$ cat src/hdl/rsfhd_pkg.sv
package rsfhd_pkg;

   localparam int unsigned COORD_W = 32;
   localparam int unsigned RADIUS_W = 31;
   localparam int unsigned COUNT_W = 7;
   localparam int unsigned INF_W = 16;
   localparam int unsigned DIST_W = 33;
   localparam int unsigned SQ_W = 66;
   localparam int unsigned SUM_W = 40;
   localparam logic [INF_W-1:0] ONE_Q15 = 16'd32768;
   localparam logic [63:0] HALF_PI_Q30 = 64'd1686629713;

   typedef enum logic [1:0] {
      CSR_GEN_COUNT = 2'd0,
      CSR_CELL_X = 2'd1,
      CSR_CELL_Z = 2'd2
   } csr_index_type;

   typedef enum logic {
      REQ_LOAD = 1'b0,
      REQ_VERTEX = 1'b1
   } req_kind_type;

   typedef struct packed {
      logic start_vertex;
      logic load_entry;
      logic start_entry;
      logic clear_sum;
   } dp_cmd_type;

   typedef struct packed {
      logic entry_done;
   } dp_status_type;

   function automatic logic [INF_W-1:0] sine_entry(input logic [12:0] idx, input int depth);
      logic [63:0] a;
      logic [63:0] x2;
      logic [63:0] term;
      logic signed [64:0] s;
      logic signed [64:0] r;
      a = (64'(idx) * HALF_PI_Q30) / 64'(depth);
      x2 = (a * a) >> 30;
      term = a;
      s = $signed({1'b0, a});
      for (int k = 1; k <= 5; k++) begin
         term = ((term * x2) >> 30) / 64'((2 * k) * (2 * k + 1));
         if (k % 2 == 1) begin
            s = s - $signed({1'b0, term});
         end else begin
            s = s + $signed({1'b0, term});
         end
      end
      if (s < 0) begin
         s = '0;
      end
      r = (s + 65'sd16384) >>> 15;
      if (r > 65'sd32768) begin
         r = 65'sd32768;
      end
      return r[INF_W-1:0];
   endfunction

endpackage

$ cat src/hdl/rsfhd_ctrl.sv
module rsfhd_ctrl
   import rsfhd_pkg::*;
#(
   parameter int MAX_DEFORMERS = 64
) (
   input logic clock,
   input logic reset,
   input logic req_valid,
   output logic req_ready,
   input logic req_type,
   input logic [COUNT_W-1:0] gen_count,
   output logic rsp_valid,
   input logic rsp_ready,
   output dp_cmd_type cmd,
   input dp_status_type status
);

   localparam int CNT_W = $clog2(MAX_DEFORMERS + 1);

   typedef enum logic [1:0] {
      ST_IDLE,
      ST_RUN,
      ST_WAIT,
      ST_DONE
   } state_type;

   state_type state_ff, state_in;
   logic [CNT_W-1:0] left_ff, left_in;
   logic [CNT_W-1:0] limit;
   logic accept;

   assign req_ready = (state_ff == ST_IDLE);
   assign accept = req_valid && req_ready;
   assign rsp_valid = (state_ff == ST_DONE);
   assign limit = (32'(gen_count) > 32'(MAX_DEFORMERS)) ? CNT_W'(MAX_DEFORMERS)
                                                        : CNT_W'(gen_count);

   always_comb begin
      state_in = state_ff;
      left_in = left_ff;
      cmd = '0;
      case (state_ff)
         ST_IDLE: begin
            if (accept) begin
               if (req_type == REQ_LOAD) begin
                  cmd.load_entry = 1'b1;
               end else begin
                  cmd.start_vertex = 1'b1;
                  cmd.clear_sum = 1'b1;
                  left_in = limit;
                  state_in = ST_RUN;
               end
            end
         end
         ST_RUN: begin
            if (left_ff == '0) begin
               state_in = ST_DONE;
            end else begin
               cmd.start_entry = 1'b1;
               state_in = ST_WAIT;
            end
         end
         ST_WAIT: begin
            if (status.entry_done) begin
               left_in = left_ff - 1'b1;
               state_in = ST_RUN;
            end
         end
         ST_DONE: begin
            if (rsp_ready) begin
               state_in = ST_IDLE;
            end
         end
         default: state_in = ST_IDLE;
      endcase
   end

   always_ff @(posedge clock) begin
      if (reset) begin
         state_ff <= ST_IDLE;
         left_ff <= '0;
      end else begin
         state_ff <= state_in;
         left_ff <= left_in;
      end
   end

   assert property (@(posedge clock) disable iff (reset)
      (state_ff == ST_WAIT) |-> (left_ff != '0))
      else $error("Entry in flight with no entries left.");
   assert property (@(posedge clock) disable iff (reset)
      cmd.start_entry |=> (state_ff == ST_WAIT))
      else $error("Entry start did not enter the wait state.");
   assert property (@(posedge clock) disable iff (reset)
      (rsp_valid && !rsp_ready) |=> rsp_valid)
      else $error("Result dropped before transfer.");

endmodule

$ cat config.mk
export PLATFORM = sky130hd
export DESIGN_NAME = rsfhd_ctrl
export DESIGN_NICKNAME = d
export VERILOG_FILES = /design/src/hdl/rsfhd_pkg.sv /design/src/hdl/rsfhd_ctrl.sv
export SDC_FILE = /design/constraint.sdc
export NUM_CORES = 1
export LEC_CHECK = 0
export BUFFER_PORTS_ARGS = -buffer_cell sky130_fd_sc_hd__buf_2
export CAP_MARGIN = 10
export CORE_MARGIN = 8
export CORE_UTILIZATION = 46
export CTS_BUF_LIST = sky130_fd_sc_hd__clkbuf_4 sky130_fd_sc_hd__clkbuf_8
export DETAILED_ROUTE_END_ITERATION = 6
export PLACE_DENSITY = 0.81
export SETUP_SLACK_MARGIN = 0.05
export SLEW_MARGIN = 5
export SYNTH_ARGS = -nofsm -noshare
export SYNTH_HDL_FRONTEND = slang
export SYNTH_SLANG_ARGS = --single-unit
$ cat constraint.sdc
create_clock -name clock -period 1.4 [get_ports clock]
set_clock_uncertainty 0.1 [all_clocks]
set_input_delay 0.21 -clock clock [delete_from_list [all_inputs] [get_ports clock]]
set_output_delay 0.21 -clock clock [all_outputs]
set_load 0.005 [all_outputs]
==> out/summary.txt, run 1 <==
Outcome: finished, violations left
Failing checks: negative setup slack
Antenna violations before repair: 0
CTS Hold Buffers Added: 0
Share of cells above drive strength 1: 67.0%
Row cnt: 13
CP endpoint kind: primary output
Cell count after synthesis: 76
Clock-pin slew on the worst setup and hold paths: 0.06 ns
Grt total ovfl: 0
CTS buffer count: 3
Syn-to-layout area delta: 75.6%
Min cycle time layout: 1.58 ns
Pre-CTS setup slack: -0.105 ns
Pre-antenna DRT Iters: 4
First-pass GRT wire length: 3.60 mm
Htree depth: 1
Largest stage delay, worst path: 0.33 ns
Starting density of the core: 47.6%
Wire per inst: 17.5 microns
FILL cells: 70
Port Buffers: 18
Core ar.: 1270 sq um
WP buf/inv: 1
Max-cap violations: 0
Final Non-Filler Cells: 130
Clock buffer depth: 2
DRT antenna net count: 0
RSZ-0062 raised after global routing: yes
Via density: 5.91
Hold Path Class: input pin to flop
Critical Path RT: 1.09 ns
Power density cells: 984 nW/um^2
Fin nets: 130
DR iter-0 viols: 16
Clock sinks: 9
Most common cell after layout, fill and taps aside: buf_2
Actual slew at the worst max-slew pin: 0.232 ns
DRC viols: 0
Routability cong.: 0.821
Dpl hpwl: 1.33 mm
Final hold violation count: 0
CP max-delay cell: dfxtp_2
Maximum VDD drop: 0.000704 V
Cell family with most CP delay: simple AND/OR/NAND/NOR gates
Total Power: 0.00104 W
Die X: 52.2 microns
Yosys reg bits: 9
Register area: 191 sq um
WP data arrival: 1.27 ns
TNS Setup: -0.704 ns
Largest net degree at the start of global routing: 11
Max-slew violation count: 0
Via count: 768
CP Launch Type: flop
Final setup margin: -0.178 ns
Clk root buf: clkbuf_4
Setup-failing EPs final: 10
Synth warn: 0
Post-Syn Area: 604 sq um
Final Cycle Share: 113%
Mapped Nets: 90
Most frequent cells in the layout: buf_2 (16), buf_6 (12), buf_4 (10)
Sequential area share after synthesis: 29.8%
Mapped Avg Cell Area: 7.95 sq um
Total Routing Usage GR: 17.0%
Count of cell types in the netlist: 31
Drt total wl: 2.27 mm
Crit path cell chain: nor4_4 > nand2_1 > nor2_1 > nor3b_1 > buf_2
Number of diodes: 0
Inst Count DP: 119
Clk Latency, worst-skew pair: 0.25 ns
Crit Path Category: flop to primary output
I/O pin count: 19
Die ar.: 2730 sq um
Fmax: 634 MHz
Multi-input logic area: 512 sq um
P_leak: 0.467 nW
CTS tree: done
Die Ht: 52.2 microns
Vias in the first global route: 815
CP Max Fanout: 2
Headroom to the max-slew limit: 84.3%
## flip-flops by register name, indices dropped and copies added (netlist names)
signal,count
state_ff,2
left_ff,7
## layout make-up
class | count | share of cell area (%)
Timing Repair Buffer | 38 | 27.4
Inverter | 5 | 1.77
Multi-Input combinational cell | 59 | 48.2
Tap cell | 15 | 1.77
Clock buffer | 4 | 2.83
Sequential cell | 9 | 18.0
## power by group
group / switching (W) / total (W) / internal, W
clock: 0.0000919 / 0.000221 / 0.000129
sequential: 0.0000312 / 0.000317 / 0.000286
combinational: 0.000235 / 0.000506 / 0.000272
total: 0.000358 / 0.00104 / 0.000687
## logic make-up (layout without fill, tap and decap cells)
group                      Yosys count  after routing  share of synthesized area (%)
AOI/OAI and AO/OA                   23             24                           25.1
xor gates and xnor gates             2              2                           2.90
adders and majority gates            1              1                           2.07
buffers and inverters                9             47                           7.66
DFF                                  9              9                           29.8
muxes                                1              1                           1.66
and+or+nand+nor                     31             31                           30.9
## through the flow
step                      hold slack, ns  utilization [%]  instance area [sq um]
after floorplan                    0.199                -                    627
after global placement             0.302             64.1                    813
after detailed placement           0.304             64.1                    813
after CTS                         0.0405             78.6                    997
after global routing              0.0601             83.6                   1060
final                             0.0402             83.6                   1060
## synth_stat cells, drive strengths merged
library cell  count  share of area, %
xor2              2               2.9
nand2             3               1.9
nand4b            1               1.4
inv               5               3.1
a21oi            10               8.3
a211oi            3               3.7
nor3              4               3.3
dfxtp             9                30
nor4              1               3.5
and2              1               1.0
buf               4               4.6
o21ai             4               3.9
ha                1               2.1
nor3b             2               2.5
and4bb            1               2.7
nand2b            1               1.0
o311a             1               1.7
mux2i             1               1.7
a31oi             1               1.0
a21o              2               2.5
and2b             1               1.2
a221oi            2               3.9
or2b              1               1.2
and3              3               3.1
nor2             11               6.8
nand4             1               1.0
## worst register-to-register path, delay by kind of cell (launching register included)
kind | cells | cell delay, ns
mux | 1 | 0.24
simple gates | 1 | 0.23
flops | 1 | 0.34
compound gates | 2 | 0.35
buf+inv | 1 | 0.12
## path summary, 6_finish.rpt
path	startpoint	end	slack, ns	depth (start not counted)
setup / recovery	left_ff[5]	cmd[1]	-0.18	5
hold / removal	rsp_ready	state_ff[1]	0.04	2
setup reg to reg	state_ff[1]	left_ff[0]	-0.10	5
hold reg to reg	left_ff[5]	left_ff[5]	0.41	2
## layer usage
| metal | wire, microns | GRT usage [%] |
|---|---|---|
| met1 | 866 | 20.0 |
| met2 | 1160 | 29.0 |
| met3 | 175 | 4.26 |
| met4 | 74 | 6.47 |
| met5 | 0 | 0 |
## timing repair
action	4_1_cts	5_1_grt
hold endpoints to repair	0	0
setup endpoints to repair	11	13
buffers inserted	5	2
gates resized for setup	27	17
pin swaps	9	9
gates cloned	1	0
(Power assumes the default switching activity.)
==> run 2: changes to the inputs <==
- CORE_MARGIN: 8 -> 2
- CTS_CLUSTER_SIZE: default -> 14
==> run 2 against run 1 <==
Net effect: the run still ends with negative setup slack left; critical path depth unchanged; fmax about the same; combinational power down 7.5%.
==> out/summary.txt, run 2 (synthesized netlist as in run 1, its figures left out) <==
CP endpoint kind: primary output
Reg with most FFs: left_ff
Routability cong.: 0.731
Headroom to the max-slew limit: 81.2%
Row cnt: 13
Combinational share of power: 46.1%
Antenna violations before repair: 0
Flop pwr share: 31.0%
Switching power: 0.000352 W
FILL cells: 92
DRC viols: 0
Port Buffers: 18
Clk Latency, worst-skew pair: 0.27 ns
Number of diodes: 0
Biggest regs: left_ff x7, state_ff x2
I/O pin count: 19
Die X: 40.2 microns
Hold Path Class: input pin to flop
Setup-failing EPs final: 10
P_leak: 0.450 nW
Share of cells above drive strength 1: 60.7%
CP Launch Type: flop
Origin of the worst setup path: left_ff[5]
RSZ-0062 raised after global routing: yes
Clock sinks: 9
Maximum VDD drop: 0.000588 V
Most common cell after layout, fill and taps aside: buf_2
CTS buffer count: 3
Cell depth of the worst hold path: 2
Max-slew violation count: 0
Most frequent cells in the layout: buf_2 (15), buf_6 (10), buf_4 (10)
Critical Path RT: 1.09 ns
Via count: 764
Outcome: finished, violations left
Largest net degree at the start of global routing: 11
Clock-pin slew on the worst setup and hold paths: 0.06 ns
Grt total ovfl: 0
Starting density of the core: 47.6%
Die ar.: 1620 sq um
Vias in the first global route: 698
Crit Path Category: flop to primary output
Pre-antenna DRT Iters: 5
Htree depth: 1
Drt total wl: 2.05 mm
CP Max Fanout: 2
Total Power: 0.00101 W
Min cycle time layout: 1.58 ns
Final setup margin: -0.178 ns
Reg2Reg Depth: 5
Clk root buf: clkbuf_4
CTS tree: done
Clock Power Share: 22.8%
First-pass GRT wire length: 2.91 mm
Placement Cell Area: 813 sq um
Finished Cell Area: 1000 sq um
Failing checks: negative setup slack
Max reg flops: 7
Max-cap violations: 0
Final hold violation count: 0
Fmax: 634 MHz
Pre-CTS setup slack: -0.0656 ns
TNS Setup: -0.669 ns
Internal power: 0.000663 W
Syn-to-layout area delta: 66.0%
Power density cells: 1010 nW/um^2
DRT antenna net count: 0
Core ar.: 1270 sq um
Dpl hpwl: 1.20 mm
Switching Fraction: 34.7%
FF-to-FF Start: state_ff[0]
Final Cycle Share: 113%
Die Ht: 40.2 microns
DR iter-0 viols: 33
Actual slew at the worst max-slew pin: 0.282 ns
Fin nets: 127
Hold path start: rsp_ready
WP data arrival: 1.27 ns
Clock buffer depth: 2
Total Routing Usage GR: 27.6%
Via density: 6.02
Wire per inst: 16.1 microns
-- run 2: worst paths after layout --
check	to	slack, ns
max	cmd[1]	-0.18
min	state_ff[1]	0.02
max reg2reg	left_ff[0]	-0.09
min reg2reg	left_ff[5]	0.42
-- run 2: final cells by class --
type	count	area, sq um	share of cell area (%)
Multi-Input combinational cell	59	480	47.9
Timing Repair Buffer	35	263	26.2
Sequential cell	9	193	19.2
Clock buffer	4	30.0	2.99
Inverter	5	18.8	1.87
Tap cell	15	18.8	1.87
-- run 2: repair_timing --
item,in CTS,in global routing
gates cloned,1,0
hold buffers,0,0
endpoints found under the setup margin,11,13
buffers inserted,3,2
pin swaps,7,9
hold endpoints to repair,0,0
resized for setup,26,9
-- run 2: stage by stage --
stage / hold WS, ns / util [%] / std cells
after floorplan: 0.199 / - / 76
after global placement: 0.299 / 64.1 / 119
after detailed placement: 0.306 / 64.1 / 119
after CTS: 0.0339 / 76.6 / 127
after global routing: 0.0349 / 79.1 / 127
final: 0.0229 / 79.1 / 127
-- run 2: critical path: stages (launching register included) --
cell and delay [ns]:
dfxtp_2 0.33, nor4_4 0.28, nand2_1 0.11, nor2_1 0.11, nor3b_1 0.06, buf_2 0.12
-- run 2: power groups by stage --
| stage | registers, W | clock network, W | logic, W |
|---|---|---|---|
| after detailed placement | 0.000316 | 0 | 0.000339 |
| after CTS | 0.000313 | 0.000227 | 0.000431 |
| after global routing | 0.000318 | 0.000244 | 0.000496 |
| after floorplan | 0.000322 | 0 | 0.000206 |
| final | 0.000315 | 0.000232 | 0.000468 |
| after global placement | 0.000314 | 0 | 0.000334 |
-- run 2: per-layer routing --
layer	up-vias	track usage, %	wire length, microns
li1	348	-	-
met1	351	30.4	775
met2	55	50.0	1070
met3	10	5.00	167
met4	0	13.3	37
met5	-	0	0
==> run 3: changes to the inputs <==
--- a/constraint.sdc
+++ b/constraint.sdc
@@ -3,3 +3,3 @@
 set_input_delay 0.21 -clock clock [delete_from_list [all_inputs] [get_ports clock]]
 set_output_delay 0.21 -clock clock [all_outputs]
-set_load 0.005 [all_outputs]
+set_load 0.1 [all_outputs]
==> run 3 against run 2 <==
Net effect: the flow still finishes with violations (negative setup slack); combinational power up 60%; register-to-register slack worse by 0.14 ns; non-clock buffer count grew 6; highest routed layer unchanged; cell count up 4.7%; total power is 28% higher; fmax down 7.6%; die area unchanged; global-route usage grew 4.9 points; largest cell class unchanged.
==> out/summary.txt, run 3 (synthesized netlist as in run 1, its figures left out) <==
Clock buffer depth: 2
P_leak: 0.509 nW
Critical Path RT: 1.09 ns
Power density cells: 1110 nW/um^2
Fin nets: 133
Port Buffers: 18
Fmax: 586 MHz
CP Max Fanout: 2
Reg with most FFs: left_ff
Vias in the first global route: 707
WP data arrival: 1.40 ns
Clk root buf: clkbuf_4
Total Power: 0.00130 W
Row cnt: 13
Share of cells above drive strength 1: 67.8%
Largest stage delay, worst path: 0.35 ns
Die ar.: 1620 sq um
Crit path cell chain: nor4_4 > nand2_4 > nor2_4 > nor3b_4 > buf_12
First-pass GRT wire length: 3.33 mm
Clock-pin slew on the worst setup and hold paths: 0.06 ns
RSZ-0062 raised after global routing: yes
Clock sinks: 9
Starting density of the core: 47.6%
Final hold violation count: 0
Pre-CTS setup slack: -0.137 ns
CTS buffer count: 3
Cell family with most CP delay: simple AND/OR/NAND/NOR gates
Via density: 6.16
DRC viols: 0
Total Routing Usage GR: 32.5%
Max reg flops: 7
DR iter-0 viols: 33
CTS tree: done
Via count: 819
Htree depth: 1
Most common cell after layout, fill and taps aside: buf_4
Headroom to the max-slew limit: 80.2%
Routability cong.: 0.801
Clk Latency, worst-skew pair: 0.27 ns
Largest net degree at the start of global routing: 11
Max-cap violations: 0
Drt total wl: 2.72 mm
DRT antenna net count: 0
Number of diodes: 0
Min cycle time layout: 1.71 ns
Final setup margin: -0.307 ns
Final Cycle Share: 122%
Final Non-Filler Cells: 133
Inst Count DP: 118
Failing checks: negative setup slack
Hold Path Class: input pin to flop
Pre-antenna DRT Iters: 4
Wire per inst: 20.4 microns
CP endpoint kind: primary output
WP buf/inv: 1
Outcome: finished, violations left
Dpl hpwl: 1.34 mm
Maximum VDD drop: 0.000850 V
I/O pin count: 19
Crit Path Category: flop to primary output
Syn-to-layout area delta: 94.2%
Die X: 40.2 microns
Actual slew at the worst max-slew pin: 0.295 ns
Max-slew violation count: 0
CP max-delay cell: nor4_4
CP Launch Type: flop
Grt total ovfl: 0
Biggest regs: left_ff x7, state_ff x2
Setup-failing EPs final: 13
Antenna violations before repair: 0
Die Ht: 40.2 microns
Core ar.: 1270 sq um
Most frequent cells in the layout: buf_4 (13), buf_2 (12), buf_6 (10)
run 3: worst paths after layout:
check,slack (ns),cells past startpoint,startpoint,to
setup / recovery,-0.31,5,left_ff[5],cmd[1]
hold / removal,0.06,2,rsp_ready,state_ff[1]
setup reg to reg,-0.23,6,left_ff[5],state_ff[0]
hold reg to reg,0.44,2,left_ff[5],left_ff[5]
run 3: report_power, final:
group          total (W)  internal [W]  switching, W
combinational   0.000750      0.000342      0.000408
sequential      0.000314      0.000284     0.0000299
clock           0.000238      0.000130      0.000108
run 3: per-layer routing:
layer	global-route usage, %	up-vias	part of all wire, %
met5	0	-	0
met2	52.8	57	45
met4	24.2	0	3.8
li1	-	361	-
met3	5.00	14	9.3
met1	38.0	387	42
run 3: what timing repair did:
action | 4_1_cts | 5_1_grt
gates resized for setup | 23 | 13
setup endpoints to repair | 14 | 14
buffers inserted | 4 | 8
gates cloned | 1 | 0
pin swaps | 14 | 13
hold buffers | 0 | 0
run 3: cell type report:
| cell class | count | area, sq um |
|---|---|---|
| inverters | 5 | 18.8 |
| repair buffers | 41 | 390 |
| flip-flops and latches | 9 | 193 |
| fillers | 50 | 95.1 |
| multi-input cells | 59 | 523 |
| clock buffers | 4 | 30.0 |
| well taps | 15 | 18.8 |
run 3: per-stage QoR:
step / instance area (sq um) / utilization, % / setup TNS [ns] / hold WS, ns
after floorplan: 682 / - / -2.71 / 0.199
after global placement: 938 / 74.0 / -0.344 / 0.312
after detailed placement: 938 / 74.0 / -0.662 / 0.326
after CTS: 1080 / 85.5 / -0.897 / 0.0517
after global routing: 1170 / 92.5 / -2.15 / 0.0751
final: 1170 / 92.5 / -1.82 / 0.0596
